==> src/rtl/string_bucket_hash_macros.svh <==
// Assertion macros shared by the RTL. Clock aclk, reset aresetn (active low).
`ifndef STRING_BUCKET_HASH_MACROS_SVH
`define STRING_BUCKET_HASH_MACROS_SVH

// Consequent checked in the same cycle as the antecedent.
`define SBH_ASSERT_SAME(lbl, ante, cons, msg) \
    lbl: assert property (@(posedge aclk) disable iff (!aresetn) (ante) |-> (cons)) \
        else $error(msg);

// Consequent checked in the cycle after the antecedent.
`define SBH_ASSERT_NEXT(lbl, ante, cons, msg) \
    lbl: assert property (@(posedge aclk) disable iff (!aresetn) (ante) |=> (cons)) \
        else $error(msg);

`endif

==> src/rtl/sbh_pkg.sv <==
`default_nettype none
package sbh_pkg;

    localparam int unsigned CFG_W        = 32;
    localparam int unsigned KEY_W        = 8;
    localparam int unsigned OUT_FIELD_W  = 32;
    localparam logic [CFG_W-1:0] BUCKET_COUNT_RESET = 32'd1024;

    // shift distances of the mixing and finalisation rounds
    localparam logic [3:0] SHL_MIX = 4'd10;
    localparam logic [3:0] SHR_MIX = 4'd6;
    localparam logic [3:0] SHL_FIN_A = 4'd3;
    localparam logic [3:0] SHR_FIN = 4'd11;
    localparam logic [3:0] SHL_FIN_B = 4'd15;

    typedef logic [2:0] step_t;
    localparam step_t STEP_MIX_FIRST = 3'd0;
    localparam step_t STEP_MIX_LAST  = 3'd2;
    localparam step_t STEP_FIN_FIRST = 3'd3;
    localparam step_t STEP_FIN_LAST  = 3'd5;

    typedef enum logic [1:0] {
        OP_ADD_BYTE,
        OP_ADD_SHL,
        OP_XOR_SHR
    } alu_op_t;

    typedef struct packed {
        alu_op_t    op;
        logic [3:0] shamt;
    } alu_ctrl_t;

    typedef enum logic [2:0] {
        ST_IDLE,
        ST_STEP,
        ST_DIV,
        ST_OUT
    } state_t;

    function automatic alu_ctrl_t step_ctrl(input step_t step);
        alu_ctrl_t c;
        c.op    = OP_ADD_SHL;
        c.shamt = 4'd0;
        case (step)
            3'd0: begin c.op = OP_ADD_BYTE; c.shamt = 4'd0;      end
            3'd1: begin c.op = OP_ADD_SHL;  c.shamt = SHL_MIX;   end
            3'd2: begin c.op = OP_XOR_SHR;  c.shamt = SHR_MIX;   end
            3'd3: begin c.op = OP_ADD_SHL;  c.shamt = SHL_FIN_A; end
            3'd4: begin c.op = OP_XOR_SHR;  c.shamt = SHR_FIN;   end
            3'd5: begin c.op = OP_ADD_SHL;  c.shamt = SHL_FIN_B; end
            default: begin c.op = OP_ADD_SHL; c.shamt = 4'd0;    end
        endcase
        return c;
    endfunction

endpackage
`default_nettype wire

==> src/rtl/sbh_alu.sv <==
`default_nettype none
// Shared shift/add/xor unit: one hash round per cycle.
module sbh_alu #(
    parameter int unsigned HASH_WIDTH = 32
) (
    input  wire sbh_pkg::alu_ctrl_t         ctrl,
    input  wire logic [HASH_WIDTH-1:0]      hash_in,
    input  wire logic [sbh_pkg::KEY_W-1:0]  key_byte,
    output logic      [HASH_WIDTH-1:0]      hash_out
);

    logic [HASH_WIDTH-1:0] addend;

    always_comb begin
        addend = hash_in << ctrl.shamt;
        if (ctrl.op == sbh_pkg::OP_ADD_BYTE) begin
            addend = {{(HASH_WIDTH-sbh_pkg::KEY_W){1'b0}}, key_byte};
        end
        case (ctrl.op)
            sbh_pkg::OP_ADD_BYTE,
            sbh_pkg::OP_ADD_SHL: hash_out = hash_in + addend;
            sbh_pkg::OP_XOR_SHR: hash_out = hash_in ^ (hash_in >> ctrl.shamt);
            default:             hash_out = hash_in;
        endcase
    end

endmodule
`default_nettype wire

==> src/rtl/sbh_div.sv <==
`default_nettype none
// Restoring remainder unit, one dividend bit per cycle, MSB first.
module sbh_div #(
    parameter int unsigned WIDTH = 32
) (
    input  wire logic                              aclk,
    input  wire logic                              aresetn,
    input  wire logic                              start,
    input  wire logic [WIDTH-1:0]                  dividend,
    input  wire logic [sbh_pkg::CFG_W-1:0]         divisor,
    output logic                                   done,
    output logic      [sbh_pkg::CFG_W-1:0]         remainder
);

    localparam int unsigned CNT_W = $clog2(WIDTH + 1);

    logic [CNT_W-1:0]            cnt_reg, cnt_next;
    logic [WIDTH-1:0]            dvd_reg, dvd_next;
    logic [sbh_pkg::CFG_W-1:0]   dvs_reg, dvs_next;
    logic [sbh_pkg::CFG_W-1:0]   rem_reg, rem_next;
    logic                        done_reg, done_next;
    logic [sbh_pkg::CFG_W:0]     trial;
    logic [sbh_pkg::CFG_W:0]     diff;

    always_comb begin
        trial     = {rem_reg, dvd_reg[WIDTH-1]};
        diff      = trial - {1'b0, dvs_reg};
        cnt_next  = cnt_reg;
        dvd_next  = dvd_reg;
        dvs_next  = dvs_reg;
        rem_next  = rem_reg;
        done_next = 1'b0;
        if (start) begin
            cnt_next = CNT_W'(WIDTH);
            dvd_next = dividend;
            dvs_next = divisor;
            rem_next = '0;
        end else if (cnt_reg != '0) begin
            cnt_next = cnt_reg - 1'b1;
            dvd_next = dvd_reg << 1;
            // remainder stays below the divisor, so the top bit drops out
            rem_next = (trial >= {1'b0, dvs_reg}) ? diff[sbh_pkg::CFG_W-1:0]
                                                  : trial[sbh_pkg::CFG_W-1:0];
            done_next = (cnt_reg == CNT_W'(1));
        end
    end

    always_ff @(posedge aclk) begin
        if (!aresetn) begin
            cnt_reg  <= '0;
            done_reg <= 1'b0;
        end else begin
            cnt_reg  <= cnt_next;
            done_reg <= done_next;
        end
        dvd_reg <= dvd_next;
        dvs_reg <= dvs_next;
        rem_reg <= rem_next;
    end

    assign done      = done_reg;
    assign remainder = rem_reg;

endmodule
`default_nettype wire

==> src/rtl/string_bucket_hash.sv <==
`default_nettype none
// One-at-a-time string hash with bucket selection. Key bytes arrive one per
// transaction on the s_ channel (tuser marks a byte as present, a zero byte
// counts as absent, tlast ends the key). A single shift/add/xor unit runs the
// hash rounds under a step sequencer, one round per cycle: a key byte is
// accepted and then runs the three mixing rounds before s_tready returns, an
// item with no byte and no tlast leaves s_tready high. On tlast the three
// finalisation rounds follow, then the restoring remainder unit is started
// and works through the hash one dividend bit at a time, MSB first; once it
// reports done the result is loaded into the output register. A result still
// waiting in the output register when the next key ends holds the block until
// it is taken. The output register lets the next key begin while a result
// waits. m_tdata carries the bucket index (hash modulo bucket_count) and the
// finalised hash; with bucket_count zero the index equals the hash.
// bucket_count resets to 1024 and is written through cfg_wr_en/cfg_wr_data;
// the user must write it only while the block is idle, which the block
// itself does not enforce.
`include "string_bucket_hash_macros.svh"
module string_bucket_hash #(
    parameter int unsigned HASH_WIDTH = 32
) (
    input  wire logic        aclk,
    input  wire logic        aresetn,
    input  wire logic        cfg_wr_en,
    input  wire logic [31:0] cfg_wr_data,   // bucket_count
    input  wire logic        s_tvalid,
    output logic             s_tready,
    input  wire logic [7:0]  s_tdata,       // [7:0] key_byte
    input  wire logic        s_tuser,       // [0] has_byte
    input  wire logic        s_tlast,       // last
    output logic             m_tvalid,
    input  wire logic        m_tready,
    output logic      [63:0] m_tdata        // [31:0] bucket_index, [63:32] hash_value
);

    sbh_pkg::state_t              state_reg, state_next;
    sbh_pkg::step_t               step_reg, step_next;
    logic                         last_reg, last_next;
    logic [sbh_pkg::KEY_W-1:0]    byte_reg, byte_next;
    logic [HASH_WIDTH-1:0]        hash_reg, hash_next;
    logic [sbh_pkg::CFG_W-1:0]    bucket_count_reg;
    logic                         m_tvalid_reg, m_tvalid_next;
    logic [63:0]                  m_tdata_reg, m_tdata_next;

    sbh_pkg::alu_ctrl_t           alu_ctrl;
    logic [HASH_WIDTH-1:0]        alu_out;
    logic                         div_start;
    logic                         div_done;
    logic [sbh_pkg::CFG_W-1:0]    div_rem;
    logic                         s_accept;
    logic                         has_mix;
    logic                         out_free;
    logic                         in_div;
    logic                         out_load;
    logic [sbh_pkg::OUT_FIELD_W-1:0] hash_low;
    logic [sbh_pkg::OUT_FIELD_W-1:0] bucket_idx;

    sbh_alu #(
        .HASH_WIDTH (HASH_WIDTH)
    ) u_alu (
        .ctrl     (alu_ctrl),
        .hash_in  (hash_reg),
        .key_byte (byte_reg),
        .hash_out (alu_out)
    );

    sbh_div #(
        .WIDTH (HASH_WIDTH)
    ) u_div (
        .aclk      (aclk),
        .aresetn   (aresetn),
        .start     (div_start),
        .dividend  (hash_reg),
        .divisor   (bucket_count_reg),
        .done      (div_done),
        .remainder (div_rem)
    );

    assign s_tready   = (state_reg == sbh_pkg::ST_IDLE);
    assign s_accept   = s_tvalid && s_tready;
    assign has_mix    = s_tuser && (s_tdata != '0);
    assign out_free   = !m_tvalid_reg || m_tready;
    assign in_div     = (state_reg == sbh_pkg::ST_DIV);
    assign out_load   = (state_reg == sbh_pkg::ST_OUT) && out_free;
    assign alu_ctrl   = sbh_pkg::step_ctrl(step_reg);
    assign hash_low   = hash_reg[sbh_pkg::OUT_FIELD_W-1:0];
    assign bucket_idx = (bucket_count_reg == '0) ? hash_low : div_rem;

    always_comb begin
        state_next    = state_reg;
        step_next     = step_reg;
        last_next     = last_reg;
        byte_next     = byte_reg;
        hash_next     = hash_reg;
        m_tvalid_next = m_tvalid_reg;
        m_tdata_next  = m_tdata_reg;
        div_start     = 1'b0;

        if (m_tvalid_reg && m_tready) begin
            m_tvalid_next = 1'b0;
        end

        case (state_reg)
            sbh_pkg::ST_IDLE: begin
                if (s_accept) begin
                    byte_next = s_tdata;
                    last_next = s_tlast;
                    if (has_mix) begin
                        step_next  = sbh_pkg::STEP_MIX_FIRST;
                        state_next = sbh_pkg::ST_STEP;
                    end else if (s_tlast) begin
                        step_next  = sbh_pkg::STEP_FIN_FIRST;
                        state_next = sbh_pkg::ST_STEP;
                    end
                end
            end
            sbh_pkg::ST_STEP: begin
                hash_next = alu_out;
                step_next = step_reg + 1'b1;
                if (step_reg == sbh_pkg::STEP_MIX_LAST && !last_reg) begin
                    state_next = sbh_pkg::ST_IDLE;
                end else if (step_reg == sbh_pkg::STEP_FIN_LAST) begin
                    state_next = sbh_pkg::ST_DIV;
                end
            end
            sbh_pkg::ST_DIV: begin
                // start fires on entry: the remainder unit is idle until then
                div_start = (step_reg != sbh_pkg::STEP_MIX_FIRST);
                step_next = sbh_pkg::STEP_MIX_FIRST;
                if (div_done) begin
                    state_next = sbh_pkg::ST_OUT;
                end
            end
            sbh_pkg::ST_OUT: begin
                if (out_free) begin
                    m_tvalid_next = 1'b1;
                    m_tdata_next  = {hash_low, bucket_idx};
                    hash_next     = '0;
                    state_next    = sbh_pkg::ST_IDLE;
                end
            end
            default: begin
                state_next = sbh_pkg::ST_IDLE;
            end
        endcase
    end

    always_ff @(posedge aclk) begin
        if (!aresetn) begin
            state_reg        <= sbh_pkg::ST_IDLE;
            step_reg         <= sbh_pkg::STEP_MIX_FIRST;
            hash_reg         <= '0;
            bucket_count_reg <= sbh_pkg::BUCKET_COUNT_RESET;
            m_tvalid_reg     <= 1'b0;
            last_reg         <= 1'b0;
        end else begin
            state_reg    <= state_next;
            step_reg     <= step_next;
            hash_reg     <= hash_next;
            m_tvalid_reg <= m_tvalid_next;
            last_reg     <= last_next;
            if (cfg_wr_en) begin
                bucket_count_reg <= cfg_wr_data;
            end
        end
        byte_reg    <= byte_next;
        m_tdata_reg <= m_tdata_next;
    end

    assign m_tvalid = m_tvalid_reg;
    assign m_tdata  = m_tdata_reg;

    `SBH_ASSERT_SAME(a_done_in_div, div_done, in_div, "remainder done outside division")
    `SBH_ASSERT_NEXT(a_noop_item, s_accept && !s_tlast && !has_mix, s_tready, "empty item stuck")
    `SBH_ASSERT_NEXT(a_out_load, out_load, m_tvalid && hash_reg == '0, "result not loaded")
    `SBH_ASSERT_NEXT(a_div_start, div_start, !div_start && in_div, "division restarted")

endmodule
`default_nettype wire

==> config.mk <==
export PLATFORM = sky130hd
export DESIGN_NAME = string_bucket_hash
export DESIGN_NICKNAME = d
export VERILOG_FILES = /design/src/rtl/sbh_pkg.sv /design/src/rtl/sbh_alu.sv /design/src/rtl/sbh_div.sv /design/src/rtl/string_bucket_hash.sv
export VERILOG_INCLUDE_DIRS = /design/src /design/src/rtl
export SDC_FILE = /design/constraint.sdc
export NUM_CORES = 1
export LEC_CHECK = 0
export ABC_AREA = 1
export BUFFER_PORTS_ARGS = -buffer_cell sky130_fd_sc_hd__buf_2
export CAP_MARGIN = 20
export CORE_UTILIZATION = 56
export DETAILED_ROUTE_END_ITERATION = 8
export GPL_ROUTABILITY_DRIVEN = 0
export PLACE_DENSITY_LB_ADDON = 0.15
export SYNTH_ARGS = -nofsm -noshare
export SYNTH_HDL_FRONTEND = slang
export SYNTH_HIERARCHICAL = 1
export SYNTH_SLANG_ARGS = --single-unit
==> constraint.sdc <==
create_clock -name aclk -period 9.6 [get_ports aclk]
set_input_delay 0 -clock aclk [delete_from_list [all_inputs] [get_ports aclk]]
set_output_delay 0 -clock aclk [all_outputs]
set_load 0.02 [all_outputs]
==> run metrics, run 1 <==
outcome=completed; clock power share=0.139; Largest register FFs=64; clock period minus worst slack=5.40 ns; H-Tree Depth=1; Top delay family on crit path=simple AND/OR/NAND/NOR gates; class of the worst hold path=in -> reg; global route total overflow=0; slew at the pin with the worst max-slew slack=~1.1 ns; maximum resistive drop on vdd=0.305 mV; portion of the clock cycle consumed by the worst path in the final layout=0.563; per-cell via count in the routed design=between 5 and 6; detailed router's first-iteration violation count=2259; floorplan die area=32800 um^2; Antenna diodes=0; kind of critical path=reg -> reg; category of the worst setup path capture point=register; main combinational cell family by area after synthesis=simple AND/OR/NAND/NOR gates; TritonCTS clock tree=done; Syn Inst Count=2744; number of non-filler instances in the completed layout=3286; commonest non-fill, non-tap cells in the layout=nand2_1 (939), inv_1 (343), nand3_1 (306); combined global-route utilization of all metal layers=0.343; highest clock frequency the design can meet=between 150 and 200 MHz; met3 layer usage reported by global route=0.0544; Post-Route Skew=0.0206 ns; total placed cells including tap cells=3171; share of the yosys chip area belonging to registers=0.349; mux share of post-synthesis cell area=0.00111; most common library cell in the layout ignoring fill and taps=nand2_1; met2 capacity usage during global routing=0.528; total number of nets in the final design=~3000; number of global-route vias before repair=between 15000 and 20000; Min Hold Slack=0.0282 ns; synth unique cells=52; first-pass iteration count of the detailed router=6; worst stage delay on the critical path=0.64 ns; Power Density=roughly 400 nW/um^2; buffer levels on the longest clock path=3; fraction of the mapped netlist area in compound gates=0.124; Detail Placement HPWL=40800 um; CP Max Fanout=85; IO Count=113; net count after synthesis=2870; total vias in the final route=18800; root buffer selected by CTS=clkbuf_16; worst skew pair latency=0.56 ns; global-route wire length before repair=90300 um; Yosys Warn Count=6; fraction of layout instances using a drive strength above 1=0.0777; total length of routed wires=56600 um; Post-Syn Area per Cell=between 6 and 7 um^2; number of enable-type register cells in the synthesized netlist=136; total internal power=around 3.8 mW; DRC violation count after routing=0; met1 Resource Use GR=0.492; top flip-flop cell by instance count after synthesis=edfxtp_1; register clock-pin slew on the reported worst setup and hold paths=around 0.060 ns; critical-path cell with the highest stage delay=buf_4; Setup violations, final=0; final setup TNS=0 ns; residual antenna-violating net count after detailed routing=0; Row Count=65; Switching Power=4.30 mW; Chip Width=around 180 um; post-synthesis async set-or-reset flop share=0; number of hold violations in the final report=0; sequential share of power=0.226; average wire per standard cell=17.2 um; combined area of all synthesized cells=18000 um^2; Inserted Clock Buffers=27; combined buffer and inverter count along the critical path=4; worst rel slew slack=0.249; category of the worst setup path launch point=register; setup repair after global routing missed its margin=no; Final Slew Violations=0; post-CTS sizing=0; Static Leakage=9.92 nW; area share of fa/ha/maj cells after synthesis=0.0558; number of antenna violations at the first check in global routing=0; layer carrying the most global-route usage=met2; Critical Path AT=5.87 ns; starting density of the core=0.570; cell mode on critical path=nand2_1; largest net degree at the start of global routing=86; xor-xnor portion of the synthesized cell area=0.00730; total of flip-flops plus latches after synthesis=246; number of input and output port buffers inserted=approximately 110; combinational group share of total power=0.635; clock net sink count=246; switching share of power=0.533; Floorplan Core Area=31600 um^2; number of maximum-capacitance violations=0; area share of and/or/nand/nor cells after synthesis=0.360; area growth from synthesis to final layout=12.8%; Required @ worst endpoint=10.07 ns; die height=181 um
-- per-layer routing --
metal  share of wire  vias up
met4           0.032        0
met1            0.43     8488
met3            0.11      128
met5               0        -
li1                -     9157
met2            0.43     1055
-- cell usage after synthesis, types with 7 or more instances --
master,number,share of area
dfxtp_1,110,0.12
ha_1,77,0.054
o21bai_1,9,0.0038
nand3b_1,28,0.012
buf_4,8,0.0033
inv_1,344,0.072
o21ai_1,40,0.011
clkbuf_1,35,0.0073
o21a_1,11,0.0046
o21ai_2,10,0.0049
buf_1,10,0.0021
nor2_2,7,0.0024
o21ai_0,144,0.040
o211ai_1,23,0.0096
a31oi_1,12,0.0042
a21oi_1,120,0.033
nand3_1,307,0.085
nor3_1,12,0.0033
edfxtp_1,136,0.23
nor2_1,211,0.044
buf_2,43,0.012
nand4_1,17,0.0059
o22ai_1,16,0.0056
xnor2_1,14,0.0068
nand2_1,940,0.20
-- power groups by stage --
stage	Clock (mW)	Sequential [mW]	Combinational [mW]
floorplan	0	1.72	3.79
global placement	0	1.84	4.81
detailed placement	0	1.83	4.90
CTS	1.13	1.82	4.96
global route	1.17	1.85	5.67
finish	1.12	1.83	5.12
-- layout make-up --
cell class                      instances  area, um^2
Fill cell                            2918       11300
Multi-Input combinational cell       2042        9880
Sequential cell                       246        6290
Timing Repair Buffer                  194        1360
Inverter                              352        1320
Clock buffer                           30         697
Tap cell                              402         503
Clock inverter                         20         255
-- tightest hold or removal path, cell delays in order --
cell and delay [ns]:
buf_2 0.26, o21ai_0 0.23, nor2_1 0.05
-- final timing paths --
| kind | startpoint | to | slack [ns] | cells past startpoint |
|---|---|---|---|---|
| hold / removal | cfg_wr_en | bucket_count_reg[1]$_SDFFE_PN0P_ | 0.03 | 3 |
| setup / recovery | step_reg[0]$_SDFFE_PN0P_ | hash_low[8]$_SDFFE_PN0P_ | 4.20 | 25 |
| setup reg to reg | step_reg[0]$_SDFFE_PN0P_ | hash_low[8]$_SDFFE_PN0P_ | 4.20 | 25 |
| hold reg to reg | bucket_count_reg[17]$_SDFFE_PN0P_ | u_div/dvs_reg[17]$_DFFE_PP_ | 0.46 | 0 |
-- stage by stage --
step	cell area, um^2	total power, mW	setup WS, ns	utilization
floorplan	18000	5.51	5.79	-
global placement	18700	6.65	4.58	0.591
detailed placement	18700	6.73	4.41	0.592
CTS	20300	7.91	4.39	0.643
global route	20300	8.70	3.81	0.643
finish	20300	8.07	4.20	0.643
-- cell families after synthesis --
logic type               after synthesis
AO/OA/AOI/OAI                        399
XOR/XNOR                              15
adder cells (fa/ha/maj)               79
multiplexers                           2
AND/OR/NAND/NOR                     1547
flip-flops                           246
buffers and inverters                456
-- timing repair --
action | CTS | global route
hold buffers | 65 | 0
setup endpoints to repair | 0 | 0
setup buffers | 0 | 0
endpoints found under the hold margin | 55 | 0
Note: power is estimated with default switching activity, not from simulation.
==> run 2, diff against run 1 <==
==> constraint.sdc (replaced) <==
create_clock -name aclk -period 4.7 [get_ports aclk]
set_input_delay 0 -clock aclk [delete_from_list [all_inputs] [get_ports aclk]]
set_output_delay 0 -clock aclk [all_outputs]
set_load 0.02 [all_outputs]
==> run 2 against run 1 <==
Net effect:
- sequential share of layout area shrank 0.48 points
- critical path type unchanged
- global-route usage grew 0.74 points
- clock-buffer cell count grew 6
- largest power group unchanged
- core utilization grew 1.0 points
- register-to-register slack lost 4.0 ns
==> run metrics, run 2 (synthesis results as in run 1) <==
outcome=completed; total number of nets in the final design=3026 (+1.2%); fraction of layout instances using a drive strength above 1=0.0839 (+0.00621); average wire per standard cell=17.6 um (+2.1%); hold path start=cfg_wr_en; clock net sink count=246 (unchanged); residual antenna-violating net count after detailed routing=0 (unchanged); global-route wire length before repair=91700 um (+1.6%); met3 wire length=7080 um (+16%); instance count along the most critical hold path=3 (unchanged); number of input and output port buffers inserted=112 (unchanged); commonest non-fill, non-tap cells in the layout=nand2_1 (939), inv_1 (342), nand3_1 (306); routed length on met2=24400 um (+1.1%); maximum resistive drop on vdd=0.586 mV (+92%); Row Count=65 (unchanged); starting density of the core=0.570 (unchanged); slew at the pin with the worst max-slew slack=0.986 ns (-0.140 ns); Static Leakage=10.1 nW (+1.9%); Chip Width=181 um (unchanged); worst rel slew slack=0.342 (+0.0935); setup repair after global routing missed its margin=yes; class of the worst hold path=in -> reg; floorplan die area=32800 um^2 (unchanged); per-cell via count in the routed design=5.76 (+0.47%); Floorplan Core Area=31600 um^2 (unchanged); total length of routed wires=58500 um (+3.3%); worst setup slack for register-to-register paths=0.23 ns (-3.97 ns); portion of the clock cycle consumed by the worst path in the final layout=0.952 (+0.389); root buffer selected by CTS=clkbuf_16; total chip power=16.7 mW (+110%); Detail Placement HPWL=42800 um (+4.9%); DRC violation count after routing=0 (unchanged); Post-Route Skew=0.0222 ns (+0.00159 ns); worst skew pair latency=0.59 ns (+0.03 ns); H-Tree Depth=1 (unchanged); number of hold violations in the final report=0 (unchanged); Required @ worst endpoint=5.21 ns (-4.86 ns); category of the worst setup path launch point=register; category of the worst setup path capture point=register; first-pass iteration count of the detailed router=7 (+1); Inserted Clock Buffers=27 (unchanged); highest clock frequency the design can meet=224 MHz (+21%); area growth from synthesis to final layout=14.6%; Final Slew Violations=0 (unchanged); combined global-route utilization of all metal layers=0.351 (+0.00744); largest net degree at the start of global routing=65 (-24%); Setup violations, final=0 (unchanged); kind of critical path=reg -> reg; reg2reg path depth=22 (-12%); most common library cell in the layout ignoring fill and taps=nand2_1; number of maximum-capacitance violations=0 (unchanged); endpoint of the most critical register-to-register path=hash_low[28]$_SDFFE_PN0P_; Crit Reg-Reg Startpoint=step_reg[0]$_SDFFE_PN0P_; total vias in the final route=19100 (+1.6%); register clock-pin slew on the reported worst setup and hold paths=0.06 ns (about the same); total placed cells including tap cells=3191 (+0.63%); buffer levels on the longest clock path=3 (unchanged); max layer used=met5; number of non-filler instances in the completed layout=3323 (+1.1%); Antenna diodes=0 (unchanged); number of antenna violations at the first check in global routing=1 (+1); number of global-route vias before repair=17400 (+3.3%); detailed router's first-iteration violation count=2734 (+21%); Largest register FFs=64 (unchanged); Power Density=812 nW/um^2 (+100%); M1 wire length=24700 um (+0.38%); die height=181 um (unchanged); CP Max Fanout=13 (-85%); worst min-delay path endpoint=bucket_count_reg[22]$_SDFFE_PN0P_; clock period minus worst slack=4.47 ns (-0.930 ns); Critical Path AT=4.98 ns (-0.89 ns); IO Count=113 (unchanged); global route total overflow=0 (unchanged); TritonCTS clock tree=done
[run 2: changes by cell type in the layout (fill, tap and decap cells not counted), moves of 2 or more]
cell | previous run | this run
buf_4 | 16 | 34
dlygate4sd3_1 | 65 | 80
inv_6 | 5 | 1
bufinv_16 | 5 | 2
clkbuf_8 | 1 | 4
buf_12 | 0 | 2
clkbuf_1 | 2 | 4
clkinv_2 | 3 | 5
[run 2: layout make-up]
type	instances	area (um^2)
repair buffers	230	1700
repair inverters	1	7.51
flip-flops and latches	246	6290
multi-input cells	2042	9890
inverters	352	1330
fillers	2841	10900
well taps	402	503
clock buffers	36	771
clock inverters	14	140
[run 2: worst max path at each step]
stage                                                end                      from  slack [ns]  cells after the start
final                          hash_low[28]$_SDFFE_PN0P_  step_reg[0]$_SDFFE_PN0P_        0.23                     22
after detailed placement       hash_low[28]$_SDFFE_PN0P_  step_reg[0]$_SDFFE_PN0P_        0.38                     22
after global placement         hash_low[28]$_SDFFE_PN0P_  step_reg[0]$_SDFFE_PN0P_        0.46                     22
after CTS                      hash_low[28]$_SDFFE_PN0P_  step_reg[0]$_SDFFE_PN0P_        0.36                     22
after floorplan           u_div/dvd_reg[0]$_SDFFCE_PN0P_  step_reg[0]$_SDFFE_PN0P_        0.89                      7
after global routing           hash_low[29]$_SDFFE_PN0P_  step_reg[0]$_SDFFE_PN0P_       -0.04                     25
[run 2: power breakdown]
part	total [mW]	internal, mW	switching [mW]
Sequential	3.69	3.06	0.626
Combinational	10.9	3.48	7.37
Clock	2.20	1.27	0.929
Total	16.7	7.81	8.92
[run 2: routing by layer]
metal  track usage  vias up
met5             0        -
met3        0.0784      177
met2         0.527     1158
met4         0.145        2
li1              -     9237
met1         0.486     8555
[run 2: timing repair]
item,4_1_cts,5_1_grt
hold buffers,80,0
resized for setup,0,5
endpoints found under the hold margin,56,0
setup buffers,0,1
endpoints found under the setup margin,0,3
[run 2: through the flow]
step | hold slack [ns] | setup TNS (ns) | setup WS, ns | cell area [um^2] | utilization
floorplan | 0.0900 | 0 | 0.888 | 18000 | -
global placement | 0.194 | 0 | 0.456 | 18800 | 0.597
detailed placement | 0.194 | 0 | 0.380 | 18900 | 0.598
CTS | 0.0333 | 0 | 0.356 | 20600 | 0.652
global route | 0.113 | -0.0771 | -0.0363 | 20600 | 0.653
finish | 0.0788 | 0 | 0.228 | 20600 | 0.653
[run 2: critical path: stages, from the launching register on]
cell and delay, ns:
dfxtp_1 0.36, inv_1 0.09, ha_1 0.26, nand2_1 0.16, nand3_2 0.30, buf_4 0.30, nand2_1 0.10, o21ai_1 0.09
o21ai_0 0.28, nor2_1 0.07, a31oi_1 0.35, o22ai_1 0.18, ha_1 0.40, nand2_1 0.13, nor2_1 0.26, nand2_1 0.14
nor4_1 0.20, nand2_1 0.15, nand3_1 0.12, nand3_1 0.10, nand2_1 0.10, nand3_1 0.09, a21oi_1 0.17
